==> src/sv/uicf_pkg.sv <==
// ----------------------------------------------------------------------------
// uicf_pkg: shared types and constants for the UDP/IPv6 checksum fixer
// Frame offsets, protocol codes, register indexes and the stage record
// passed from the frame parser to the checksum fold stage.
// ----------------------------------------------------------------------------
package uicf_pkg;

  // Configuration register indexes
  localparam int CFG_INDEX_BITS = 2;
  typedef enum logic [CFG_INDEX_BITS-1:0] {
    REG_TARGET_PORT = 2'd0,
    REG_MAX_FRAME   = 2'd1
  } cfg_reg_t;

  localparam int CFG_DATA_BITS   = 16;
  localparam int MAX_FRAME_BITS  = 11;

  localparam logic [15:0]               TARGET_PORT_RESET = 16'd4739;
  localparam logic [MAX_FRAME_BITS-1:0] MAX_FRAME_RESET   = 11'd1514;

  // Protocol codes
  localparam logic [15:0] ETHERTYPE_IPV6 = 16'h86DD;
  localparam logic [7:0]  NEXT_HDR_UDP   = 8'd17;

  // Frame layout (byte offsets from the destination MAC)
  localparam int ETH_LEN      = 14;
  localparam int IP6_LEN      = 40;
  localparam int L4_START     = ETH_LEN + IP6_LEN;
  localparam int ADDR_START   = ETH_LEN + 8;
  localparam int NH_POS       = ETH_LEN + 6;
  localparam int ETYPE_LO_POS = 13;
  localparam int DPORT_LO_POS = L4_START + 3;
  localparam int CSUM_LO_POS  = L4_START + 7;
  localparam int MIN_FRAME    = 76;

  // Length term offset: (len - L4_START) + UDP, with len = position + 1
  localparam int LEN_TERM_OFFSET = L4_START - 1 - 17;

  // Record of a finished frame, handed to the fold stage
  typedef struct packed {
    logic        ok;
    logic [31:0] sum;
    logic [15:0] len_term;
  } frame_sum_t;

endpackage

==> src/sv/uicf_if.sv <==
// ----------------------------------------------------------------------------
// uicf_if: channel interfaces of the UDP/IPv6 checksum fixer
// Byte stream in, result out and configuration write, each valid/ready.
// ----------------------------------------------------------------------------
interface uicf_byte_if;
  logic       valid;
  logic       ready;
  logic [7:0] data_byte;
  logic       last;

  modport source (output valid, output data_byte, output last, input ready);
  modport sink   (input valid, input data_byte, input last, output ready);
endinterface

interface uicf_result_if;
  logic        valid;
  logic        ready;
  logic        apply_fix;
  logic [15:0] checksum;

  modport source (output valid, output apply_fix, output checksum, input ready);
  modport sink   (input valid, input apply_fix, input checksum, output ready);
endinterface

interface uicf_cfg_if;
  logic        valid;
  logic        ready;
  logic [1:0]  index;
  logic [15:0] data;

  modport source (output valid, output index, output data, input ready);
  modport sink   (input valid, input index, input data, output ready);
endinterface

==> src/sv/udp_ipv6_checksum_fixer_top.sv <==
// ----------------------------------------------------------------------------
// udp_ipv6_checksum_fixer_top: UDP-over-IPv6 checksum recomputation
// Watches an Ethernet byte stream and, at each frame end, reports whether
// the frame is untagged IPv6/UDP to the configured port within the length
// limits, together with the recomputed UDP checksum.
//
//   channel      role    words                         payload
//   byte_in      sink    one frame byte                data_byte, last
//   result_out   source  one per frame (on last byte)  apply_fix, checksum
//   cfg          sink    register write                index, data
//
// One byte is taken every cycle while the result side keeps up. A byte
// passes an input register, then the frame parser (one add per byte); the
// last byte's sum is held in the finished-frame record, then goes through
// the fold stage into the result register.
// rst is synchronous: it clears the frame state, empties every stage and
// loads the register defaults. A stalled result holds the output register;
// bytes keep flowing until a frame end finds both the finished-frame record
// and the output register occupied.
// ----------------------------------------------------------------------------
module udp_ipv6_checksum_fixer_top
  import uicf_pkg::*;
#(
  parameter int LENGTH_BITS = 11
) (
  input  logic          clk,
  input  logic          rst,
  uicf_byte_if.sink     byte_in,
  uicf_result_if.source result_out,
  uicf_cfg_if.sink      cfg
);

  // Configuration registers
  logic [15:0]               target_port;
  logic [MAX_FRAME_BITS-1:0] max_frame_bytes;

  // Input register
  logic       in_vld;
  logic [7:0] in_byte;
  logic       in_last;
  logic       consume;

  // Parser to fold stage
  logic       sum_vld;
  frame_sum_t sum_rec;
  logic       sum_take;

  // Register writes are always taken; unknown indexes drop silently.
  assign cfg.ready = 1'b1;

  always_ff @(posedge clk) begin
    if (rst) begin
      target_port     <= TARGET_PORT_RESET;
      max_frame_bytes <= MAX_FRAME_RESET;
    end else if (cfg.valid) begin
      unique case (cfg.index)
        REG_TARGET_PORT: target_port     <= cfg.data;
        REG_MAX_FRAME:   max_frame_bytes <= cfg.data[MAX_FRAME_BITS-1:0];
        default: ;
      endcase
    end
  end

  // Take a new byte whenever the held one moves on to the parser.
  assign byte_in.ready = !in_vld || consume;

  always_ff @(posedge clk) begin
    if (rst) begin
      in_vld <= 1'b0;
    end else if (byte_in.ready) begin
      in_vld <= byte_in.valid;
    end
  end

  always_ff @(posedge clk) begin
    if (byte_in.valid && byte_in.ready) begin
      in_byte <= byte_in.data_byte;
      in_last <= byte_in.last;
    end
  end

  uicf_frame #(
    .LENGTH_BITS (LENGTH_BITS)
  ) u_frame (
    .clk             (clk),
    .rst             (rst),
    .in_vld          (in_vld),
    .in_byte         (in_byte),
    .in_last         (in_last),
    .consume         (consume),
    .target_port     (target_port),
    .max_frame_bytes (max_frame_bytes),
    .sum_vld         (sum_vld),
    .sum_rec         (sum_rec),
    .sum_take        (sum_take)
  );

  uicf_fold u_fold (
    .clk      (clk),
    .rst      (rst),
    .sum_vld  (sum_vld),
    .sum_rec  (sum_rec),
    .sum_take (sum_take),
    .result   (result_out)
  );

endmodule

==> src/sv/uicf_frame.sv <==
// ----------------------------------------------------------------------------
// uicf_frame: per-frame parser and word accumulator
// Tracks position, header checks and the running checksum sum, and hands
// a finished-frame record to the fold stage on the last byte.
// ----------------------------------------------------------------------------
module uicf_frame
  import uicf_pkg::*;
#(
  parameter int LENGTH_BITS = 11
) (
  input  logic                      clk,
  input  logic                      rst,
  input  logic                      in_vld,
  input  logic [7:0]                in_byte,
  input  logic                      in_last,
  output logic                      consume,
  input  logic [15:0]               target_port,
  input  logic [MAX_FRAME_BITS-1:0] max_frame_bytes,
  output logic                      sum_vld,
  output frame_sum_t                sum_rec,
  input  logic                      sum_take
);

  localparam logic [LENGTH_BITS-1:0] POS_SAT = '1;

  logic [LENGTH_BITS-1:0] byte_position, byte_position_next;
  logic [31:0]            sum_accumulator, sum_accumulator_next;
  logic [7:0]             pending_high_byte, pending_high_byte_next;
  logic                   ethertype_ok, ethertype_ok_next;
  logic                   protocol_ok, protocol_ok_next;
  logic [15:0]            port_seen, port_seen_next;

  logic                   counted;
  logic                   sum_free;
  logic [15:0]            word;
  logic [LENGTH_BITS-1:0] len;
  logic                   frame_ok;

  assign sum_free = !sum_vld || sum_take;
  assign consume  = in_vld && (!in_last || sum_free);

  assign counted = (byte_position != POS_SAT);
  assign word    = {pending_high_byte, in_byte};
  assign len     = byte_position + LENGTH_BITS'(1);

  always_comb begin
    byte_position_next     = byte_position;
    sum_accumulator_next   = sum_accumulator;
    pending_high_byte_next = pending_high_byte;
    ethertype_ok_next      = ethertype_ok;
    protocol_ok_next       = protocol_ok;
    port_seen_next         = port_seen;
    if (counted) begin
      byte_position_next = len;
      if (byte_position == LENGTH_BITS'(ETYPE_LO_POS)) begin
        ethertype_ok_next = (word == ETHERTYPE_IPV6);
      end
      if (byte_position == LENGTH_BITS'(NH_POS)) begin
        protocol_ok_next = (in_byte == NEXT_HDR_UDP);
      end
      if (byte_position == LENGTH_BITS'(DPORT_LO_POS)) begin
        port_seen_next = word;
      end
      if (byte_position[0]) begin
        // odd position: close a word, skip the checksum field
        if (byte_position > LENGTH_BITS'(ADDR_START) &&
            byte_position != LENGTH_BITS'(CSUM_LO_POS)) begin
          sum_accumulator_next = sum_accumulator + 32'(word);
        end
      end else begin
        pending_high_byte_next = in_byte;
        // odd frame length: pad the final byte with a zero low byte
        if (in_last && byte_position >= LENGTH_BITS'(ADDR_START) &&
            byte_position != LENGTH_BITS'(CSUM_LO_POS - 1)) begin
          sum_accumulator_next = sum_accumulator + {16'd0, in_byte, 8'd0};
        end
      end
    end
  end

  assign frame_ok = counted &&
                    len >= LENGTH_BITS'(MIN_FRAME) &&
                    32'(len) <= 32'(max_frame_bytes) &&
                    ethertype_ok_next && protocol_ok_next &&
                    port_seen_next == target_port;

  always_ff @(posedge clk) begin
    if (rst) begin
      byte_position     <= '0;
      sum_accumulator   <= '0;
      pending_high_byte <= '0;
      ethertype_ok      <= 1'b0;
      protocol_ok       <= 1'b0;
      port_seen         <= '0;
    end else if (consume) begin
      if (in_last) begin
        byte_position     <= '0;
        sum_accumulator   <= '0;
        pending_high_byte <= '0;
        ethertype_ok      <= 1'b0;
        protocol_ok       <= 1'b0;
        port_seen         <= '0;
      end else begin
        byte_position     <= byte_position_next;
        sum_accumulator   <= sum_accumulator_next;
        pending_high_byte <= pending_high_byte_next;
        ethertype_ok      <= ethertype_ok_next;
        protocol_ok       <= protocol_ok_next;
        port_seen         <= port_seen_next;
      end
    end
  end

  always_ff @(posedge clk) begin
    if (rst) begin
      sum_vld <= 1'b0;
    end else if (consume && in_last) begin
      sum_vld <= 1'b1;
    end else if (sum_take) begin
      sum_vld <= 1'b0;
    end
  end

  always_ff @(posedge clk) begin
    if (consume && in_last) begin
      sum_rec.ok       <= frame_ok;
      sum_rec.sum      <= sum_accumulator_next;
      sum_rec.len_term <= 16'(byte_position) - 16'(LEN_TERM_OFFSET);
    end
  end

endmodule

==> src/sv/uicf_fold.sv <==
// ----------------------------------------------------------------------------
// uicf_fold: checksum fold and result register
// Adds the length and protocol term, folds to 16 bits, inverts, and holds
// the result until the sink takes it.
// ----------------------------------------------------------------------------
module uicf_fold
  import uicf_pkg::*;
(
  input  logic                  clk,
  input  logic                  rst,
  input  logic                  sum_vld,
  input  frame_sum_t            sum_rec,
  output logic                  sum_take,
  uicf_result_if.source         result
);

  logic        out_free;
  logic [31:0] total;
  logic [16:0] fold1;
  logic [15:0] fold2;
  logic [15:0] csum;

  assign out_free = !result.valid || result.ready;
  assign sum_take = sum_vld && out_free;

  assign total = sum_rec.sum + 32'(sum_rec.len_term);
  assign fold1 = 17'(total[31:16]) + 17'(total[15:0]);
  assign fold2 = fold1[15:0] + 16'(fold1[16]);
  assign csum  = (~fold2 == 16'd0) ? 16'hFFFF : ~fold2;

  always_ff @(posedge clk) begin
    if (rst) begin
      result.valid <= 1'b0;
    end else if (sum_take) begin
      result.valid <= 1'b1;
    end else if (result.ready) begin
      result.valid <= 1'b0;
    end
  end

  always_ff @(posedge clk) begin
    if (sum_take) begin
      result.apply_fix <= sum_rec.ok;
      result.checksum  <= sum_rec.ok ? csum : 16'd0;
    end
  end

endmodule
==> src/flat_wrapper.sv <==
// flat-port wrapper written by rule: the top's interface ports become plain ports
module udp_ipv6_checksum_fixer_top_flat import uicf_pkg::*;
#(
  parameter int LENGTH_BITS = 11
)
  (clk, rst, byte_in_valid, byte_in_data_byte, byte_in_last, byte_in_ready, result_out_valid, result_out_apply_fix, result_out_checksum, result_out_ready, cfg_valid, cfg_index, cfg_data, cfg_ready);
  uicf_byte_if byte_in_i ();
  uicf_result_if result_out_i ();
  uicf_cfg_if cfg_i ();
  input  logic clk;
  input  logic rst;
  input wire logic [$bits(byte_in_i.valid)-1:0] byte_in_valid;
  input wire logic [$bits(byte_in_i.data_byte)-1:0] byte_in_data_byte;
  input wire logic [$bits(byte_in_i.last)-1:0] byte_in_last;
  output wire logic [$bits(byte_in_i.ready)-1:0] byte_in_ready;
  output wire logic [$bits(result_out_i.valid)-1:0] result_out_valid;
  output wire logic [$bits(result_out_i.apply_fix)-1:0] result_out_apply_fix;
  output wire logic [$bits(result_out_i.checksum)-1:0] result_out_checksum;
  input wire logic [$bits(result_out_i.ready)-1:0] result_out_ready;
  input wire logic [$bits(cfg_i.valid)-1:0] cfg_valid;
  input wire logic [$bits(cfg_i.index)-1:0] cfg_index;
  input wire logic [$bits(cfg_i.data)-1:0] cfg_data;
  output wire logic [$bits(cfg_i.ready)-1:0] cfg_ready;
  assign byte_in_i.valid = byte_in_valid;
  assign byte_in_i.data_byte = byte_in_data_byte;
  assign byte_in_i.last = byte_in_last;
  assign byte_in_ready = byte_in_i.ready;
  assign result_out_valid = result_out_i.valid;
  assign result_out_apply_fix = result_out_i.apply_fix;
  assign result_out_checksum = result_out_i.checksum;
  assign result_out_i.ready = result_out_ready;
  assign cfg_i.valid = cfg_valid;
  assign cfg_i.index = cfg_index;
  assign cfg_i.data = cfg_data;
  assign cfg_ready = cfg_i.ready;
  udp_ipv6_checksum_fixer_top #(.LENGTH_BITS(LENGTH_BITS)) u_core (.clk(clk), .rst(rst), .byte_in(byte_in_i), .result_out(result_out_i), .cfg(cfg_i));
endmodule
==> config.mk <==
export PLATFORM = sky130hd
export DESIGN_NAME = udp_ipv6_checksum_fixer_top_flat
export DESIGN_NICKNAME = d
export VERILOG_FILES = /design/src/sv/uicf_pkg.sv /design/src/sv/uicf_if.sv /design/src/sv/udp_ipv6_checksum_fixer_top.sv /design/src/sv/uicf_frame.sv /design/src/sv/uicf_fold.sv /design/src/flat_wrapper.sv
export SDC_FILE = /design/constraint.sdc
export NUM_CORES = 1
export LEC_CHECK = 0
export BUFFER_PORTS_ARGS = -buffer_cell sky130_fd_sc_hd__buf_2
export CELL_PAD_IN_SITES_DETAIL_PLACEMENT = 1
export CELL_PAD_IN_SITES_GLOBAL_PLACEMENT = 2
export CORE_ASPECT_RATIO = 1.75
export CORE_MARGIN = 8
export CORE_UTILIZATION = 40
export CTS_CLUSTER_SIZE = 14
export DETAILED_ROUTE_END_ITERATION = 8
export MAX_ROUTING_LAYER = met4
export PLACE_DENSITY_LB_ADDON = 0.1
export SETUP_SLACK_MARGIN = 0.2
export SLEW_MARGIN = 20
export SYNTH_ARGS = -nofsm -noshare
export SYNTH_HDL_FRONTEND = slang
export SYNTH_SLANG_ARGS = --single-unit
==> constraint.sdc <==
create_clock -name clk -period 8.5 [get_ports clk]
set_input_delay 1.7 -clock clk [delete_from_list [all_inputs] [get_ports clk]]
set_output_delay 1.7 -clock clk [all_outputs]
set_load 0.05 [all_outputs]
==> After elaboration in Yosys (flattened, before gate mapping) <==
Cells that the tools add are included.
{ "totals": {"ff_bits": 174, "latchBits": 0, "ramBits": 0, "romBits": 0, "in_bits": 32, "mem_count": 0} }
{ "classes": {"n_addsub": 7, "n_mul": 0, "div": 0, "magnitude_cmp": 4, "n_eq_ne": 11, "shifts": 0, "mux": 24, "bitwise_logic": 1, "n_reduce_logical": 29} }
{ "ops": {"columns": ["operator", "count"], "rows": [
  ["$mux 32", 5],
  ["$add 32x16->32", 3],
  ["$mux 16", 4],
  ["$mux 8", 3],
  ["$mux 11", 2],
  ["$ne 11x6->1 const B", 2],
  ["$add 16x16->17", 1],
  ["$add 16x1->16", 1],
  ["$eq 16x16->1", 1],
  ["$eq 16x16->1 const B", 1],
  ["$logic_not 16->1", 1],
  ["$not 16->16", 1],
  ["$logic_and 1x1->1", 12],
  ["$sub 11x6->12 const B", 1],
  ["$add 11x1->11 const B", 1],
  ["$eq 11x4->1 const B", 1],
  ["$eq 11x5->1 const B", 1],
  ["$eq 11x6->1 const B", 1],
  ["$ge 11x5->1 const B", 1],
  ["$ge 11x7->1 const B", 1],
  ["$gt 11x5->1 const B", 1],
  ["$le 11x11->1", 1],
  ["$ne 11x11->1 const B", 1],
  ["$mux 1", 10],
  ["other kinds (9)", 19]
]} }

==> Depth between registers and ports, before layout <==
Gate-level depths: netlist of run 1.
{ "logic_depth": {"word_depth": 8, "mapped_depth": 32} }

==> Modules after synthesis <==
A second synthesis of run 1 with hierarchy kept.
{ "hier_totals": {"cells_unflattened": 1333, "area_unflattened_um2": 11971.5} }
{ "modules_own_cells": {"columns": ["module", "n_inst", "cells_each", "area_per_inst_um2", "seq_area_each_um2"], "rows": [
  ["uicf_frame", 1, 809, 7270.7, 2752.6],
  ["uicf_fold", 1, 393, 3223.1, 530.5],
  ["udp_ipv6_checksum_fixer_top", 1, 131, 1477.7, 830.8]
]} }

==> Worst setup path before layout of run 1 <==
OpenSTA, ideal clock, no wires.
{ "synth_timing": {"path_kind": "reg2reg", "start": "reg u_core.u_frame.sum_rec[14] (netlist name)", "end": "reg u_core.u_fold.result.checksum[10], data pin", "setup_ns": 0.157, "arrival_ns": 6.354, "slack_ns": 1.990, "path_stages_with_launch": 32, "path_buffers": 1, "period_less_slack_ns": 6.510, "path_cell_list": "edfxtp_1 -> ha_1 -> inv_1 -> o21bai_1 -> a21o_1 -> a221o_1 -> a21o_1 -> a21oi_1 -> a21boi_1 -> xnor2_1 -> ha_1 -> inv_1 -> fa_1 -> nor2b_4 -> o31ai_1 -> a21oi_1 -> o21ai_0 -> a21boi_0 -> o21a_1 -> o21ai_0 -> nand2b_1 -> ha_1 -> ha_1 -> nand2_1 -> nor3_1 -> nand2_1 -> or3_1 -> or4_4 -> nor3_2 -> o221ai_2 -> buf_2 -> o22ai_1"} }
{ "synth_via": {"elab_chain_len": 6} }
{ "synth_rtl": {"columns": ["item", "line_no", "rtl"], "rows": [
  ["$add 32x16->32 (*)", "uicf_fold.sv:26", "assign total = sum_rec.sum + 32'(sum_rec.len_term);"],
  ["$add 16x16->17 (*)", "uicf_fold.sv:27", "assign fold1 = 17'(total[31:16]) + 17'(total[15:0]);"],
  ["$add 16x1->16 (*)", "uicf_fold.sv:28", "assign fold2 = fold1[15:0] + 16'(fold1[16]);"],
  ["$not 16->16 (*)", "uicf_fold.sv:29", "assign csum = (~fold2 == 16'd0) ? 16'hFFFF : ~fold2;"],
  ["$logic_not 16->1", "uicf_fold.sv:29", null],
  ["$mux 16 (*)", "uicf_fold.sv:29", null],
  ["end signal, assigned", "uicf_fold.sv:44", "result.checksum <= sum_rec.ok ? csum : 16'd0;"],
  ["end, declared", "uicf_if.sv:21", "modport source (output valid, output apply_fix, output checksum, input ready);"]
]} }
Every way passes the cells marked *; elsewhere a longest branch is shown, timed or not.
A chain may end at the register's enable or synchronous reset.

==> Final worst setup path of run 1 <==
{ "layout_timing": {"start": "reg u_core.u_frame.sum_rec[0] (netlist name)", "end": "reg u_core.u_fold.result.checksum[9], data pin"} }
{ "layout_via": {"elab_chain_len": 6} }
{ "layout_rtl": {"columns": ["item", "line_no"], "rows": [
  ["$add 32x16->32 (*)", "uicf_fold.sv:26"],
  ["$add 16x16->17 (*)", "uicf_fold.sv:27"],
  ["$add 16x1->16 (*)", "uicf_fold.sv:28"],
  ["$not 16->16 (*)", "uicf_fold.sv:29"],
  ["$logic_not 16->1", "uicf_fold.sv:29"],
  ["$mux 16 (*)", "uicf_fold.sv:29"]
]} }
Marks and branches as above.

==> results.json, run 1 <==
{
  "synth_nets": 1347,
  "core_area_um2": 27300,
  "die_h_um": 236,
  "hold_buffers": 0,
  "grt_usage_pct": 21.2,
  "period_share_pct": 88.7,
  "grt_pass1_vias": 9790,
  "fmax_mhz": 133,
  "hpwlAfterDp_um": 26800,
  "postRouteAntennaNets": 0,
  "io_pins": 52,
  "finalWirelength_um": 33700,
  "die-area_um2": 33600,
  "synth-edff-count": 71,
  "mostFrequentLayoutCell": "nand2_1",
  "finalHoldViolCount": 0,
  "cpMostUsedCell": "ha_1",
  "grt_max_degree": 87,
  "vias_per_cell": 5.65,
  "final_cell_mix": "121 x nand2_1, 114 x nor2_1, 99 x dfxtp_1",
  "critPathSlowestCell": "a21boi_1",
  "fin_crit_ns": 7.54,
  "startpoint_type": "register",
  "clock_skew_ns": 0.0169,
  "multi_input_area_um2": 6620,
  "start_util_pct": 40.6,
  "drt_iter0_markers": 459,
  "cts.repair.resized": 0,
  "syn_area_um2": 11100,
  "seq_area_um2": 4110,
  "avgSynthCellArea_um2": 9.00,
  "antenna_found_initial": 0,
  "setup-violations-final": 0,
  "ys_ff_latch": 170,
  "cts_tree": "built",
  "tightest_slew_ns": 1.06,
  "min_path_type": "register to register",
  "critPathMaxStageDelay_ns": 0.55,
  "synthArstFlopShare_pct": 0,
  "maxCapViolations": 0,
  "relSlewSlack_pct": 29.2,
  "drive_gt1_share_pct": 9.57,
  "die_w_um": 142,
  "clk_pin_slew_ns": 0.07,
  "grt_pass1_wl_um": 53400,
  "peakVddDrop_uv": 137,
  "end_kind": "register",
  "syn_inst": 1234,
  "fin_hold_ws_ns": 0.460,
  "first_pass_iters": 4,
  "syn_to_final_growth_pct": 11.0,
  "numCtsBuffers": 17,
  "clk_root_buffer_cell": "clkbuf_16",
  "critPathKind": "register to register",
  "clk_latency_ns": 0.47,
  "grt-ovfl-total": 0,
  "portBuffers": 50,
  "gp_congestion": 0.880,
  "crit_fanout": 14,
  "outcome": "complete, no violations",
  "antenna_cells": 0,
  "worst_ep_arrival_time_ns": 7.84,
  "vias": 9289,
  "p_leak_uw": 0.00472,
  "slew_viol_final": 0,
  "cts_max_level": 4,
  "yosysSeqAreaShare_pct": 37.0,
  "drc_errors": 0,
  "n_fill_cell": 3197,
  "synth_cell_types": 90,
  "post_cts_buffers": 0,
  "final_nets": 1375,
  "cp.required_ns": 8.80,
  "yosys_warnings": 0,
  "setup_tns_ns": 0,
  "clock_sinks": 170,
  "clk_path_buf_depth": 2,
  "rsz0062_at_grt": "no",
  "p_per_area_nw_per_um2": 161,
  "rows": 80,
  "avgRoutedWirePerCell_um": 20.5,
  "synth_ff_type": "dfxtp_1"
}
## final cells by class
type | instances | share of cell area, %
clock inverters | 15 | 1.70
well taps | 369 | 3.74
inverters | 46 | 1.40
repair buffers | 60 | 2.64
clock buffers | 17 | 3.45
multi-input cells | 967 | 53.7
flip-flops and latches | 170 | 33.4
## cell usage after synthesis, types with 10 or more instances
library cell / n / area (µm²)
and3_1: 12 / 75.1
xnor2_1: 72 / 631
a21o_1: 27 / 203
nand3b_1: 10 / 75.1
and2_1: 14 / 87.6
a31oi_1: 13 / 81.3
mux2i_1: 16 / 160
o21a_1: 15 / 113
nand3_1: 35 / 175
o21ai_0: 53 / 265
nor3_1: 21 / 105
o22ai_1: 17 / 106
ha_1: 77 / 963
nor2_1: 114 / 428
o21bai_1: 14 / 105
edfxtp_1: 71 / 2130
a21oi_1: 67 / 335
a211oi_1: 10 / 75.1
o211ai_1: 10 / 75.1
nand4_1: 22 / 138
dfxtp_1: 99 / 1980
a22oi_1: 43 / 323
clkbuf_1: 39 / 146
nand2_1: 121 / 454
xor2_1: 42 / 368
inv_1: 45 / 169
## metrics by stage
| step | utilization, % | cell area (µm²) | setup WS [ns] | total power (µW) | cells |
|---|---|---|---|---|---|
| 2_1_floorplan | - | 11100 | 1.99 | 1070 | 1234 |
| 3_3_place_gp | 42.8 | 11700 | 1.21 | 1150 | 1612 |
| 3_5_place_dp | 42.8 | 11700 | 0.965 | 1150 | 1612 |
| 4_1_cts | 45.1 | 12300 | 0.958 | 2010 | 1644 |
| 5_1_grt | 45.1 | 12300 | 0.331 | 2060 | 1644 |
| 6_report | 45.1 | 12300 | 0.962 | 1990 | 1644 |
## routing by layer
metal / share of wire (%) / wire length, µm / track usage, %
met2: 58 / 19400 / 40.6
met5: 0 / 0 / -
met4: 3.9 / 1300 / 9.62
met1: 37 / 12500 / 20.1
met3: 1.5 / 498 / 3.44
## worst paths after layout
path / to / start / slack, ns / depth (start not counted)
setup / recovery: u_core.u_fold.result.checksum[9]$_SDFFCE_PN0P_ / u_core.u_frame.sum_rec[0]$_DFFE_PP_ / 0.96 / 31
hold / removal: u_core.max_frame_bytes[9]$_SDFFE_PP0P_ / u_core.max_frame_bytes[9]$_SDFFE_PP0P_ / 0.46 / 2
setup reg to reg: u_core.u_fold.result.checksum[9]$_SDFFCE_PN0P_ / u_core.u_frame.sum_rec[0]$_DFFE_PP_ / 0.96 / 31
hold reg to reg: u_core.max_frame_bytes[9]$_SDFFE_PP0P_ / u_core.max_frame_bytes[9]$_SDFFE_PP0P_ / 0.46 / 2
## sequential cells by signal, indices dropped and copies added, names as in the netlist
name and flops:
u_core.in_byte 8, u_core.in_last 1, u_core.in_vld 1, u_core.max_frame_bytes 11
u_core.target_port 16, u_core.u_fold.result.apply_fix 1, u_core.u_fold.result.checksum 16, u_core.u_fold.result.valid 1
u_core.u_frame.byte_position 11, u_core.u_frame.ethertype_ok 1, u_core.u_frame.pending_high_byte 8, u_core.u_frame.port_seen 16
u_core.u_frame.protocol_ok 1, u_core.u_frame.sum_accumulator 32, u_core.u_frame.sum_rec 45, u_core.u_frame.sum_vld 1
## kinds of logic after synthesis
logic type      Yosys count  synth area share [%]
flops                   170                  37.0
buf+inv                  97                  3.47
xor+xnor                114                  8.99
other cells               1                0.0338
mux                      17                  1.54
fa+ha+maj                81                  9.40
simple gates            416                  18.6
compound gates          338                  20.9
## where the power goes
part	leakage, µW	internal, µW	switching, µW
Sequential	0.00144	868	21.4
Combinational	0.00298	86.0	158
Clock	0.000306	497	358
## worst max-delay path: cells and delay by family, from the launching register on
kind / cells / cell delay (ns)
compound gates: 15 / 3.28
flops: 1 / 0.37
fa+ha+maj: 6 / 1.65
buf+inv: 1 / 0.06
xor+xnor: 1 / 0.21
simple gates: 8 / 1.78
(Power assumes the default switching activity.)
==> inputs of run 2 (changes only) <==
- CORE_UTILIZATION: 40 -> 43
- clock period: 8.5 -> 9.3 ns (I/O delays scaled with it)
==> run 2 against run 1 <==
Design area fell by 0.57%. Utilization increased by 2.6 points. Sequential share of layout area rose by 0.19 points. Hold slack gained 0.0060 ns. Non-clock buffer count stayed put. Fmax up 0.12%. Power is 9.1% lower. Clock skew decreased by 0.0082 ns. Clock power down 9.8%. Wire length barely moved. Cell count is 3.0% lower. Critical endpoint is now u_core.u_fold.result.checksum[11]$_SDFFCE_PN0P_.
==> results.json, run 2 (synthesis gave the netlist of run 1 again) <==
{
  "end_kind": "register",
  "postRouteAntennaNets": 0,
  "maxCapViolations": 0,
  "critPathKind": "register to register",
  "largest_register_ffs": 45,
  "hold_buffers": 0,
  "syn_to_final_growth_pct": 10.4,
  "crit_end": "u_core.u_fold.result.checksum[11]$_SDFFCE_PN0P_",
  "fin_hold_ws_ns": 0.466,
  "antenna_found_initial": 0,
  "largestRegisters": "u_core.u_frame.sum_rec: 45 flops, u_core.u_frame.sum_accumulator: 32 flops",
  "slew_viol_final": 0,
  "grt-ovfl-total": 0,
  "p_per_area_nw_per_um2": 147,
  "rsz0062_at_grt": "no",
  "avgRoutedWirePerCell_um": 21.1,
  "final_cell_mix": "121 x nand2_1, 114 x nor2_1, 99 x dfxtp_1",
  "critPathSlowestCell": "a21boi_1",
  "drt_iter0_markers": 409,
  "clk_root_buffer_cell": "clkbuf_16",
  "clk_pin_slew_ns": 0.07,
  "fin_crit_ns": 7.53,
  "drc_errors": 0,
  "r2r_start": "u_core.u_frame.sum_rec[14]$_DFFE_PP_",
  "min_path_type": "register to register",
  "layout_setup_ws_ns": 1.77,
  "cpMostUsedCell": "ha_1",
  "crit_fanout": 14,
  "grt_pass1_wl_um": 53600,
  "worst_ep_arrival_time_ns": 7.81,
  "finalWirelength_um": 33700,
  "startpoint_type": "register",
  "numCtsBuffers": 17,
  "fmax_mhz": 133,
  "ff2ff_setup_slack_ns": 1.77,
  "setup-violations-final": 0,
  "cts_max_level": 4,
  "grt_usage_pct": 22.6,
  "dp_slack_ns": 1.77,
  "core_area_um2": 25700,
  "period_share_pct": 81.0,
  "finalHoldViolCount": 0,
  "gp_congestion": 0.864,
  "largest-register": "u_core.u_frame.sum_rec",
  "start_util_pct": 43.3,
  "setup_tns_ns": 0,
  "critPathMaxStageDelay_ns": 0.60,
  "die_w_um": 137,
  "outcome": "complete, no violations",
  "peakVddDrop_uv": 150,
  "mostFrequentLayoutCell": "nand2_1",
  "clk_latency_ns": 0.45,
  "vias_per_cell": 5.91,
  "cp.required_ns": 9.58,
  "post_cts_buffers": 0,
  "hpwlAfterDp_um": 26400,
  "critPathLaunch": "u_core.u_frame.sum_rec[14]$_DFFE_PP_",
  "grt_pass1_vias": 9849,
  "clock_sinks": 170,
  "clock_skew_ns": 0.00867,
  "clk_path_buf_depth": 2,
  "die-area_um2": 31400,
  "grt_max_degree": 87,
  "cts.repair.resized": 0,
  "die_h_um": 229,
  "drive_gt1_share_pct": 9.41,
  "antenna_cells": 0,
  "cts_tree": "built",
  "rows": 78,
  "worst_r2r_path_depth": 30,
  "first_pass_iters": 4,
  "r2r-end": "u_core.u_fold.result.checksum[11]$_SDFFCE_PN0P_",
  "p_leak_uw": 0.00471,
  "tightest_slew_ns": 1.01,
  "portBuffers": 50,
  "n_fill_cell": 2997,
  "final_nets": 1375,
  "vias": 9422,
  "relSlewSlack_pct": 32.1,
  "io_pins": 52
}
-- run 2: worst min path at each step --
| stage | slack [ns] | from | cells after the start | endpoint |
|---|---|---|---|---|
| 5_1_grt | 0.48 | u_core.max_frame_bytes[0]$_SDFFE_PP0P_ | 2 | u_core.max_frame_bytes[0]$_SDFFE_PP0P_ |
| 4_1_cts | 0.47 | u_core.max_frame_bytes[9]$_SDFFE_PP0P_ | 2 | u_core.max_frame_bytes[9]$_SDFFE_PP0P_ |
| 3_3_place_gp | 0.45 | u_core.max_frame_bytes[2]$_SDFFE_PP0P_ | 2 | u_core.max_frame_bytes[2]$_SDFFE_PP0P_ |
| 3_5_place_dp | 0.46 | u_core.max_frame_bytes[9]$_SDFFE_PP0P_ | 2 | u_core.max_frame_bytes[9]$_SDFFE_PP0P_ |
| 2_1_floorplan | 0.42 | u_core.u_frame.sum_rec[48]$_DFFE_PP_ | 0 | u_core.u_fold.result.apply_fix$_DFFE_PP_ |
| 6_report | 0.47 | u_core.max_frame_bytes[9]$_SDFFE_PP0P_ | 2 | u_core.max_frame_bytes[9]$_SDFFE_PP0P_ |
-- run 2: critical path: cells and delay by family, from the launching register on --
family                   cells  cell delay (ns)
AO/OA/AOI/OAI               14             3.38
AND/OR/NAND/NOR              8             1.76
adder cells (fa/ha/maj)      5             1.37
flip-flops                   1             0.47
buffers and inverters        2             0.19
XOR/XNOR                     1             0.19
-- run 2: where the power goes --
| part | internal [µW] | switching (µW) |
|---|---|---|
| clock | 453 | 318 |
| combinational | 78.7 | 144 |
| sequential | 793 | 20.0 |
| total | 1320 | 482 |
-- run 2: layout make-up --
cell class,instances,area [µm²],share of cell area (%)
clock buffer,19,433,3.53
clock inverter,13,194,1.58
inverter,46,173,1.41
multi-input combinational,967,6620,54.0
sequential,170,4110,33.6
tap,320,400,3.27
timing repair buffer,60,325,2.65
-- run 2: per-stage QoR --
stage / instances / utilization, % / power [µW] / instance area [µm²]
after global placement: 1563 / 45.3 / 1050 / 11600
after global routing: 1595 / 47.8 / 1870 / 12300
after detailed placement: 1563 / 45.3 / 1050 / 11600
final: 1595 / 47.8 / 1810 / 12300
after CTS: 1595 / 47.7 / 1820 / 12200
after floorplan: 1234 / - / 980 / 11100
-- run 2: per-layer routing --
layer	vias to the layer above	wire [µm]	global-route usage, %
met4	0	1170	9.86
li1	4594	-	-
met3	58	455	2.49
met5	-	0	-
met1	4671	12600	22.2
met2	99	19400	42.7
